[src/hw/rtl/cfe_pkg.sv]
// Shared types, codes and default sizes for the categorical frequency estimator.
package cfe_pkg;

  localparam int NUM_ATTRIBUTES_DEF = 8;
  localparam int NUM_CATEGORIES_DEF = 16;
  localparam int COUNT_WIDTH_DEF    = 16;
  localparam int PROB_BITS          = 16;

  localparam logic [1:0] CMD_CLEAR = 2'd0;
  localparam logic [1:0] CMD_ACC   = 2'd1;
  localparam logic [1:0] CMD_QUERY = 2'd2;
  localparam logic [1:0] CMD_SCAN  = 2'd3;

  localparam logic [1:0] ST_OK    = 2'd0;
  localparam logic [1:0] ST_RANGE = 2'd1;
  localparam logic [1:0] ST_EMPTY = 2'd2;
  localparam logic [1:0] ST_SAT   = 2'd3;

  typedef struct packed {
    logic [1:0] cmd;
    logic [2:0] attribute;
    logic [3:0] value;
    logic       row_end;
  } cfe_in_t;

  typedef struct packed {
    logic [PROB_BITS-1:0] probability;
    logic                 zero_found;
    logic [1:0]           status;
  } cfe_out_t;

endpackage

[src/hw/rtl/categorical_frequency_estimator_unit.sv]
// Top level of the categorical frequency estimator: count store, sequencer, serial divider.
//
//  channel   direction  handshake          word
//  in        in         in_valid/in_stall   cfe_in_t command
//  out       out        out_valid/out_stall cfe_out_t result
//  cfg       in         cfg_valid/cfg_ready smoothing_enable bit
//
// Clear: one count entry zeroed per cycle.
// Accumulate is a read-modify-write; query runs the one-bit-a-cycle restoring divider
// sharing a single subtractor; scan walks the counts of each attribute in turn.
// After reset the same clearing pass runs, with in_stall high.
// A new word is taken while a result waits on out_stall; it holds in its last step till free.
module categorical_frequency_estimator_unit
  import cfe_pkg::*;
#(
  parameter int NUM_ATTRIBUTES = NUM_ATTRIBUTES_DEF,
  parameter int NUM_CATEGORIES = NUM_CATEGORIES_DEF,
  parameter int COUNT_WIDTH    = COUNT_WIDTH_DEF
) (
  input  logic     clk,
  input  logic     rst,
  input  logic     in_valid,
  output logic     in_stall,
  input  cfe_in_t  in_data,
  output logic     out_valid,
  input  logic     out_stall,
  output cfe_out_t out_data,
  input  logic     cfg_valid,
  output logic     cfg_ready,
  input  logic     cfg_data
);

  localparam int DEPTH = NUM_ATTRIBUTES * NUM_CATEGORIES;
  localparam int AW    = $clog2(DEPTH);
  localparam int AIW   = (NUM_ATTRIBUTES > 1) ? $clog2(NUM_ATTRIBUTES) : 1;
  localparam int CIW   = $clog2(NUM_CATEGORIES);
  localparam int KW    = $clog2(NUM_CATEGORIES + 1);
  localparam int DW    = COUNT_WIDTH + 1;
  localparam int RW    = DW + 1;
  localparam int BCW   = $clog2(PROB_BITS);

  localparam logic [COUNT_WIDTH-1:0] COUNT_MAX = {COUNT_WIDTH{1'b1}};

  typedef enum logic [3:0] {
    S_CLR, S_IDLE, S_RD, S_ACC_WR, S_Q_SETUP, S_DIV_CHK, S_DIV,
    S_SCAN_K, S_SCAN_KW, S_SCAN_RD, S_SCAN_CHK, S_DONE
  } state_t;

  state_t                 state;
  cfe_in_t                item;
  cfe_out_t               res;
  logic                   clr_reply;
  logic [AW-1:0]          clr_idx;
  logic [COUNT_WIDTH-1:0] instance_count;
  logic                   smoothing_enable;
  logic [RW-1:0]          rem;
  logic [DW-1:0]          den_r;
  logic [BCW-1:0]         bitcnt;
  logic [AIW-1:0]         scan_attr;
  logic [CIW-1:0]         scan_cat;
  logic [KW-1:0]          scan_lim;

  logic [COUNT_WIDTH-1:0] count_mem [DEPTH];
  logic [KW-1:0]          k_mem [NUM_ATTRIBUTES];
  logic [COUNT_WIDTH-1:0] cnt_q;
  logic [KW-1:0]          k_q;

  logic                   cnt_we;
  logic [AW-1:0]          cnt_waddr;
  logic [COUNT_WIDTH-1:0] cnt_wdata;
  logic [AW-1:0]          cnt_raddr;
  logic                   k_we;
  logic [AIW-1:0]         k_waddr;
  logic [KW-1:0]          k_wdata;
  logic [AIW-1:0]         k_raddr;

  logic [AW-1:0]          item_addr;
  logic [AW-1:0]          scan_addr;
  logic [AIW-1:0]         attr_idx;
  logic [KW-1:0]          vplus;
  logic                   cnt_sat;
  logic                   in_range;
  logic [RW-1:0]          sub_a;
  logic [RW:0]            diff;
  logic                   ge;
  logic                   scan_last_attr;
  logic [KW-1:0]          k_lim;
  logic                   out_free;

  assign in_stall  = (state != S_IDLE);
  assign cfg_ready = 1'b1;
  assign out_free  = !out_valid || !out_stall;

  assign item_addr = AW'(32'(item.attribute) * NUM_CATEGORIES + 32'(item.value));
  assign scan_addr = AW'(32'(scan_attr) * NUM_CATEGORIES + 32'(scan_cat));
  assign attr_idx  = AIW'(item.attribute);
  assign vplus     = KW'(item.value) + KW'(1);
  assign cnt_sat   = (cnt_q == COUNT_MAX);
  assign in_range  = (32'(in_data.attribute) < NUM_ATTRIBUTES) &&
                     (32'(in_data.value) < NUM_CATEGORIES);
  assign scan_last_attr = (scan_attr == AIW'(NUM_ATTRIBUTES - 1));
  assign k_lim     = (k_q > KW'(NUM_CATEGORIES)) ? KW'(NUM_CATEGORIES) : k_q;

  // shared compare/subtract: overflow check, then one quotient bit a cycle
  assign sub_a = (state == S_DIV) ? {rem[RW-2:0], 1'b0} : rem;
  assign diff  = {1'b0, sub_a} - {2'b00, den_r};
  assign ge    = !diff[RW];

  always_comb begin
    cnt_we    = 1'b0;
    cnt_waddr = item_addr;
    cnt_wdata = cnt_q + COUNT_WIDTH'(1);
    k_we      = 1'b0;
    k_waddr   = attr_idx;
    k_wdata   = vplus;
    cnt_raddr = (state == S_SCAN_RD) ? scan_addr : item_addr;
    k_raddr   = (state == S_SCAN_K) ? scan_attr : attr_idx;
    if (state == S_CLR) begin
      cnt_we    = 1'b1;
      cnt_waddr = clr_idx;
      cnt_wdata = '0;
      k_we      = (32'(clr_idx) < NUM_ATTRIBUTES);
      k_waddr   = clr_idx[AIW-1:0];
      k_wdata   = '0;
    end else if (state == S_ACC_WR) begin
      cnt_we = !cnt_sat;
      k_we   = (vplus > k_q);
    end
  end

  always_ff @(posedge clk) begin
    if (cnt_we) begin
      count_mem[cnt_waddr] <= cnt_wdata;
    end
    cnt_q <= count_mem[cnt_raddr];
  end

  always_ff @(posedge clk) begin
    if (k_we) begin
      k_mem[k_waddr] <= k_wdata;
    end
    k_q <= k_mem[k_raddr];
  end

  always_ff @(posedge clk) begin
    if (rst) begin
      state            <= S_CLR;
      clr_idx          <= '0;
      clr_reply        <= 1'b0;
      instance_count   <= '0;
      smoothing_enable <= 1'b0;
      out_valid        <= 1'b0;
    end else begin
      if (cfg_valid && cfg_ready) begin
        smoothing_enable <= cfg_data;
      end
      if (out_valid && !out_stall && state != S_DONE) begin
        out_valid <= 1'b0;
      end
      unique case (state)
        S_CLR: begin
          if (clr_idx == AW'(DEPTH - 1)) begin
            clr_idx        <= '0;
            instance_count <= '0;
            state          <= clr_reply ? S_DONE : S_IDLE;
          end else begin
            clr_idx <= clr_idx + AW'(1);
          end
        end
        S_IDLE: begin
          if (in_valid) begin
            item <= in_data;
            unique case (in_data.cmd)
              CMD_CLEAR: begin
                res       <= '0;
                clr_reply <= 1'b1;
                state     <= S_CLR;
              end
              CMD_ACC: begin
                if (in_range) begin
                  res   <= '0;
                  state <= S_RD;
                end else begin
                  res   <= cfe_out_t'{probability: '0, zero_found: 1'b0, status: ST_RANGE};
                  state <= S_DONE;
                end
              end
              CMD_QUERY: begin
                if (!in_range) begin
                  res   <= cfe_out_t'{probability: '0, zero_found: 1'b0, status: ST_RANGE};
                  state <= S_DONE;
                end else if (instance_count == '0) begin
                  res   <= cfe_out_t'{probability: '0, zero_found: 1'b0, status: ST_EMPTY};
                  state <= S_DONE;
                end else begin
                  res   <= '0;
                  state <= S_RD;
                end
              end
              CMD_SCAN: begin
                res       <= '0;
                scan_attr <= '0;
                state     <= S_SCAN_K;
              end
              default: state <= S_IDLE;
            endcase
          end
        end
        S_RD: begin
          state <= (item.cmd == CMD_ACC) ? S_ACC_WR : S_Q_SETUP;
        end
        S_ACC_WR: begin
          if (cnt_sat || (item.row_end && instance_count == COUNT_MAX)) begin
            res.status <= ST_SAT;
          end
          if (item.row_end && instance_count != COUNT_MAX) begin
            instance_count <= instance_count + COUNT_WIDTH'(1);
          end
          state <= S_DONE;
        end
        S_Q_SETUP: begin
          if (smoothing_enable) begin
            rem   <= RW'(DW'(cnt_q) + DW'(1));
            den_r <= DW'(instance_count) + DW'(k_q);
          end else begin
            rem   <= RW'(cnt_q);
            den_r <= DW'(instance_count);
          end
          bitcnt <= '0;
          state  <= S_DIV_CHK;
        end
        S_DIV_CHK: begin
          if (ge) begin
            res.probability <= {PROB_BITS{1'b1}};
            state           <= S_DONE;
          end else begin
            state <= S_DIV;
          end
        end
        S_DIV: begin
          rem             <= ge ? diff[RW-1:0] : sub_a;
          res.probability <= {res.probability[PROB_BITS-2:0], ge};
          bitcnt          <= bitcnt + BCW'(1);
          if (bitcnt == BCW'(PROB_BITS - 1)) begin
            state <= S_DONE;
          end
        end
        S_SCAN_K: begin
          state <= S_SCAN_KW;
        end
        S_SCAN_KW: begin
          scan_lim <= k_lim;
          scan_cat <= '0;
          if (k_lim != '0) begin
            state <= S_SCAN_RD;
          end else if (scan_last_attr) begin
            state <= S_DONE;
          end else begin
            scan_attr <= scan_attr + AIW'(1);
            state     <= S_SCAN_K;
          end
        end
        S_SCAN_RD: begin
          state <= S_SCAN_CHK;
        end
        S_SCAN_CHK: begin
          if (cnt_q == '0) begin
            res.zero_found <= 1'b1;
            state          <= S_DONE;
          end else if (KW'(scan_cat) + KW'(1) != scan_lim) begin
            scan_cat <= scan_cat + CIW'(1);
            state    <= S_SCAN_RD;
          end else if (scan_last_attr) begin
            state <= S_DONE;
          end else begin
            scan_attr <= scan_attr + AIW'(1);
            state     <= S_SCAN_K;
          end
        end
        S_DONE: begin
          if (out_free) begin
            out_valid <= 1'b1;
            out_data  <= res;
            clr_reply <= 1'b0;
            state     <= S_IDLE;
          end
        end
        default: state <= S_IDLE;
      endcase
    end
  end

endmodule

[config.mk]
export PLATFORM = sky130hd
export DESIGN_NAME = categorical_frequency_estimator_unit
export DESIGN_NICKNAME = d
export VERILOG_FILES = /design/src/hw/rtl/cfe_pkg.sv /design/src/hw/rtl/categorical_frequency_estimator_unit.sv
export SDC_FILE = /design/constraint.sdc
export NUM_CORES = 2
export LEC_CHECK = 0
export BUFFER_PORTS_ARGS = -buffer_cell sky130_fd_sc_hd__buf_2
export CAP_MARGIN = 10
export CORE_ASPECT_RATIO = 2
export CORE_MARGIN = 1
export CORE_UTILIZATION = 50
export CTS_CLUSTER_SIZE = 28
export DETAILED_ROUTE_END_ITERATION = 6
export HOLD_SLACK_MARGIN = 0.12
export PLACE_DENSITY = 0.65
export RECOVER_POWER = 25
export SYNTH_ARGS = -nofsm -noshare
export SYNTH_HDL_FRONTEND = slang
export SYNTH_SLANG_ARGS = --single-unit
[constraint.sdc]
create_clock -name clk -period 7.1 [get_ports clk]
set_input_delay 0.355 -clock clk [delete_from_list [all_inputs] [get_ports clk]]
set_output_delay 0.355 -clock clk [all_outputs]
set_load 0.03 [all_outputs]
---- Yosys cells after proc, flatten, opt, wreduce, memory -nomap -nowiden ----
Memories as Yosys holds them, arrays and structs flattened. A register that Yosys moved wholly into a read port is not among the register bits.
Index checks and enable logic that the tools add are counted.
storage, ports and cells
  flip-flop bits (word level) ............. 129
  bits in writable memories ............... 2088
  input bits .............................. 16
  output and inout bits ................... 22
  word-level logic and storage cells ...... 182
  memories kept ........................... 2
cells by class
  $add $sub $neg .......................... 13
  order comparisons ....................... 3
  equality and inequality tests ........... 38
  mux-type cells .......................... 65
  bitwise gates (word level) .............. 1
  reductions and logical operators ........ 37
memory list
  name       words  bits a word  read ports  clocked after memory_dff  write ports  line                                        text
  count_mem  128    16           1           1                         1            categorical_frequency_estimator_unit.sv:63  logic [COUNT_WIDTH-1:0] count_mem [DEPTH];
  k_mem      8      5            1           1                         1            categorical_frequency_estimator_unit.sv:64  logic [KW-1:0] k_mem [NUM_ATTRIBUTES];
operator list
  kind                                           number
  2-to-1 mux 16 bit                              5
  2-to-1 mux 4 bit                               13
  one-hot mux 16 bit (3 select lines)            1
  one-hot mux 4 bit (12 select lines)            1
  one-hot mux 19 bit (2 select lines)            1
  2-to-1 mux 18 bit                              2
  one-hot mux 18 bit (2 select lines)            1
  adder 16 x 1 -> 16 bit, second input constant  2
  == test 16 bit, second input constant          2
  zero test 16 bit                               2
  one-hot mux 16 bit (2 select lines)            1
  2-to-1 mux 3 bit                               9
  AND reduction 4 bit                            6
  2-to-1 mux 7 bit                               3
  == test 4 bit, second input constant           5
  2-to-1 mux 19 bit                              1
  subtractor 18 x 17 -> 19 bit                   1
  adder 16 x 1 -> 17 bit, second input constant  1
  adder 16 x 5 -> 17 bit                         1
  2-to-1 mux 17 bit                              1
  == test 4 x 3 -> 1 bit, second input constant  4
  != test 16 bit, second input constant          1
  != test 2 bit, second input constant           8
  one-hot mux 4 bit (2 select lines)             2
  38 further kinds                               83

---- Longest topological paths before layout ----
  depth after elaboration ................. 6
  depth in mapped cells ................... 18
  depth with buffers taken out ............ 14

---- Least setup slack after synthesis ----
Ideal clock, no wire load.
  path type ............................... register to register
  start ................................... register cnt_q[3], read port of count_mem
  end ..................................... memory count_mem[0][15] in the netlist's numbering (data pin)
  library setup time ...................... 0.796 ns
  data arrival time ....................... 4.788 ns
  required time ........................... 6.304 ns
  slack ................................... 1.516 ns
  stages on the path, launching flop included .. 10
  path buffers ............................ 1
  clock period less this slack ............ 5.584 ns
  cells stage by stage .................... dfxtp_1 clkbuf_1 nand2_1 nor3_1 nand3_1 nor2_1 and3_1 nand3_1 xor2_1 nor2_1
between the ends
  longest elaborated chain between the ends .. 2
RTL lines
  element                 line                                         text
  from (decl)             categorical_frequency_estimator_unit.sv:65   logic [COUNT_WIDTH-1:0] cnt_q;
  adder 16 x 1 -> 16 bit  categorical_frequency_estimator_unit.sv:112  cnt_wdata = cnt_q + COUNT_WIDTH'(1);
  2-to-1 mux 16 bit       categorical_frequency_estimator_unit.sv:118  if (state == S_CLR) begin
  via cnt_wdata[15]       categorical_frequency_estimator_unit.sv:70   logic [COUNT_WIDTH-1:0] cnt_wdata;
  to (decl)               categorical_frequency_estimator_unit.sv:63
The timed path passes the listed nets, and every way through them passes these cells.

---- Final worst setup path ----
  start ................................... register state[2]
  end ..................................... memory count_mem[122][7] in the netlist's numbering (data pin)
between the ends
  longest elaborated chain between the ends .. 2
RTL lines
  element                 line                                         text
  from (decl)             categorical_frequency_estimator_unit.sv:49   state_t state;
  from (signal assigned)  categorical_frequency_estimator_unit.sv:165  state <= clr_reply ? S_DONE : S_IDLE;
  from (signal assigned)  categorical_frequency_estimator_unit.sv:210  state <= (item.cmd == CMD_ACC) ? S_ACC_WR : S_Q_SETUP;
  zero test 4 bit         categorical_frequency_estimator_unit.sv:118
  2-to-1 mux 16 bit       categorical_frequency_estimator_unit.sv:118
  via cnt_wdata[7]        categorical_frequency_estimator_unit.sv:70
The timed path passes the listed nets, and every way through them passes these cells.

==> impl_metrics.json <==
{
  "ys_warn_count": 0,
  "peakVddDrop_v": 0.000206,
  "io-pin-count": 38,
  "seq_area_frac_synth": 0.746,
  "setup_viol": 0,
  "cts_root_buf": "clkbuf_16",
  "finalCriticalPeriod_ns": 6.20,
  "p_per_area_nw_per_um2": 249,
  "drcViolationCount": 53,
  "cellLeakagePower_nw": 34.3,
  "netlist_instances": 6293,
  "via_per_inst": 6.22,
  "cts_setup_buffers": 0,
  "clock-sinks": 2238,
  "utilization": 0.558,
  "ys_async_sr_fraction": 0,
  "cts_made_buffers": 188,
  "synth_top_family_by_area": "simple AND/OR/NAND/NOR gates",
  "gr-total-overflow": 0,
  "fin_nets": 6482,
  "slew_headroom": -1.89,
  "yosysUniqueCellTypes": 70,
  "core_um2": 178000,
  "gr-usage-all-layers": 0.298,
  "cts_max_level": 4,
  "drive_gt1_frac": 0.105,
  "antenna_left": 0,
  "syn_nets": 6347,
  "worst_ep_arrival_time_ns": 6.16,
  "hp-class": "in2reg",
  "end_kind": "register",
  "yosys_most_used_dff": "edfxtp_1",
  "vias": 55400,
  "tightest_slew_ns": 4.34,
  "grt_antenna_before_repair": 3,
  "hold_violations": 0,
  "grt_pass1_wl_mm": 383,
  "firstDrtPassIters": 7,
  "area.growth.synth_to_final_pct": 11.1,
  "crit_type": "reg2reg",
  "cts_buffer_depth": 4,
  "hold_slack_ns": 0.234,
  "synth_compound_area_frac": 0.0464,
  "clk_latency_ns": 0.86,
  "synth-adder-area-share": 0.00549,
  "grt_max_degree": 134,
  "synth_edf_count": 2187,
  "path_max_fanout": 78,
  "finalMaxSlewViolations": 882,
  "final_common_cell": "edfxtp_1",
  "dp_hpwl_mm": 171,
  "ys_seq_elements": 2238,
  "place_ws_ns": 1.11,
  "gp_congestion": 0.932,
  "wirelength_mm": 270,
  "power_mw": 24.7,
  "die_h_um": 600,
  "final.setup.worst_slack_ns": 0.904,
  "min_period_over_period": 0.873,
  "cp_data_required_time_ns": 7.07,
  "violations": "design-rule violations, max-capacitance violations, max-slew violations",
  "drt_iter0_drc": 5782,
  "portBuffers": 36,
  "clkTransAtPathRegs_ns": 0.07,
  "drv_cap": 18,
  "crit_path_start_kind": "register",
  "initial_core_util": 0.503,
  "dieArea_um2": 181000,
  "final_area_um2": 99300,
  "wire_per_inst_um": 30.4,
  "place_inst": 8540,
  "yosys.area_share.simple": 0.127,
  "fmax_mhz": 161,
  "rsz0062_at_grt": "false",
  "synth_mux_area_frac": 0.0466,
  "cts_tree": "yes",
  "final.setup_skew_ns": 0.0750,
  "netlist_area_um2": 89400,
  "fin_setup_tns_ns": 0,
  "finalNonFillerCells": 8900,
  "most-common-layout-cells": "edfxtp_1 (2,187), nand2_1 (1,532), nand3_1 (569)",
  "synth_xor_area_frac": 0.00793,
  "syn_avg_cell_area_um2": 14.2,
  "fp.dieW_um": 301,
  "grt_pass1_vias": 55100,
  "num_rows": 219,
  "placement.cell_area_um2": 93400,
  "status": "finished with violations"
}
[repair_timing]
item	4_1_cts	5_1_grt
hold endpoints to repair	33	0
resized for setup	0	0
hold buffers	17	0
[area by class of cell]
cell class	instances	area, um2
fill	13900	78500
sequential	2238	66700
multi-input combinational	3647	21100
clock buffer	230	4990
tap	2320	2900
timing repair buffer	320	2500
clock inverter	108	948
inverter	33	124
antenna	4	10.0
[state kept, by name, indices dropped and copies added, names as in the netlist, 5 cells and up]
register / cells
clr_idx: 7
cnt_q: 16
count_mem: 2048
den_r: 17
instance_count: 16
item: 7
k_mem: 40
k_q: 5
out_data: 19
rem: 18
res: 19
scan_lim: 5
[final timing paths]
path                         start  depth (start not counted)  slack (ns)                           to
max          state[2]$_SDFFE_PP0P_                          5        0.90  count_mem[122][7]$_DFFE_PP_
min                     in_data[1]                          2        0.23            item[1]$_DFFE_PP_
min reg2reg   res[0]$_SDFFCE_PP1P_                          0        0.42        out_data[0]$_DFFE_PP_
max reg2reg  state[2]$_SDFFE_PP0P_                          5        0.90  count_mem[122][7]$_DFFE_PP_
[metal layers]
layer / up-vias / routed length [um] / global-route usage
met4: 0 / 27900 / 0.263
li1: 23900 / - / -
met5: - / 0 / 0
met3: 783 / 17600 / 0.0360
met2: 2631 / 140000 / 0.528
met1: 28100 / 85300 / 0.309
[cells in the mapped netlist (23+ instances only)]
cell | number | share of area
edfxtp_1 | 2187 | 0.73
xor2_1 | 40 | 0.0039
a32oi_1 | 133 | 0.013
nor3_1 | 29 | 0.0016
a31oi_1 | 127 | 0.0089
mux4_2 | 109 | 0.027
a21oi_1 | 112 | 0.0063
o21ai_0 | 53 | 0.0030
nand4_1 | 153 | 0.011
xnor2_1 | 41 | 0.0040
nand3_1 | 569 | 0.032
clkbuf_1 | 162 | 0.0068
mux2i_1 | 151 | 0.017
a21o_1 | 23 | 0.0019
dfxtp_1 | 51 | 0.011
ha_1 | 36 | 0.0050
buf_2 | 143 | 0.0080
nand2_1 | 1535 | 0.064
nor2_1 | 266 | 0.011
buf_1 | 48 | 0.0020
inv_1 | 33 | 0.0014
a22oi_1 | 43 | 0.0036
[logic make-up after synthesis]
kind of cell / count (synthesis)
other: 1
buffers and inverters: 408
AO/OA/AOI/OAI: 596
multiplexers: 277
adder cells (fa/ha/maj): 38
XOR/XNOR: 81
AND/OR/NAND/NOR: 2654
flip-flops: 2238
[report_power, final]
part / total (mW) / internal [mW] / switching, mW
sequential: 14.3 / 14.3 / 0.0157
combinational: 0.150 / 0.0363 / 0.114
clock: 10.3 / 5.59 / 4.68
total: 24.7 / 19.9 / 4.81
[worst max-delay path, stage by stage, from the launching register on]
cell      delay, ns
dfxtp_1        0.31
clkbuf_1       0.85
nor4_1         0.19
buf_4          0.39
nor2_1         0.44
clkbuf_1       3.01
No activity file was read; power rests on OpenSTA's default activity.
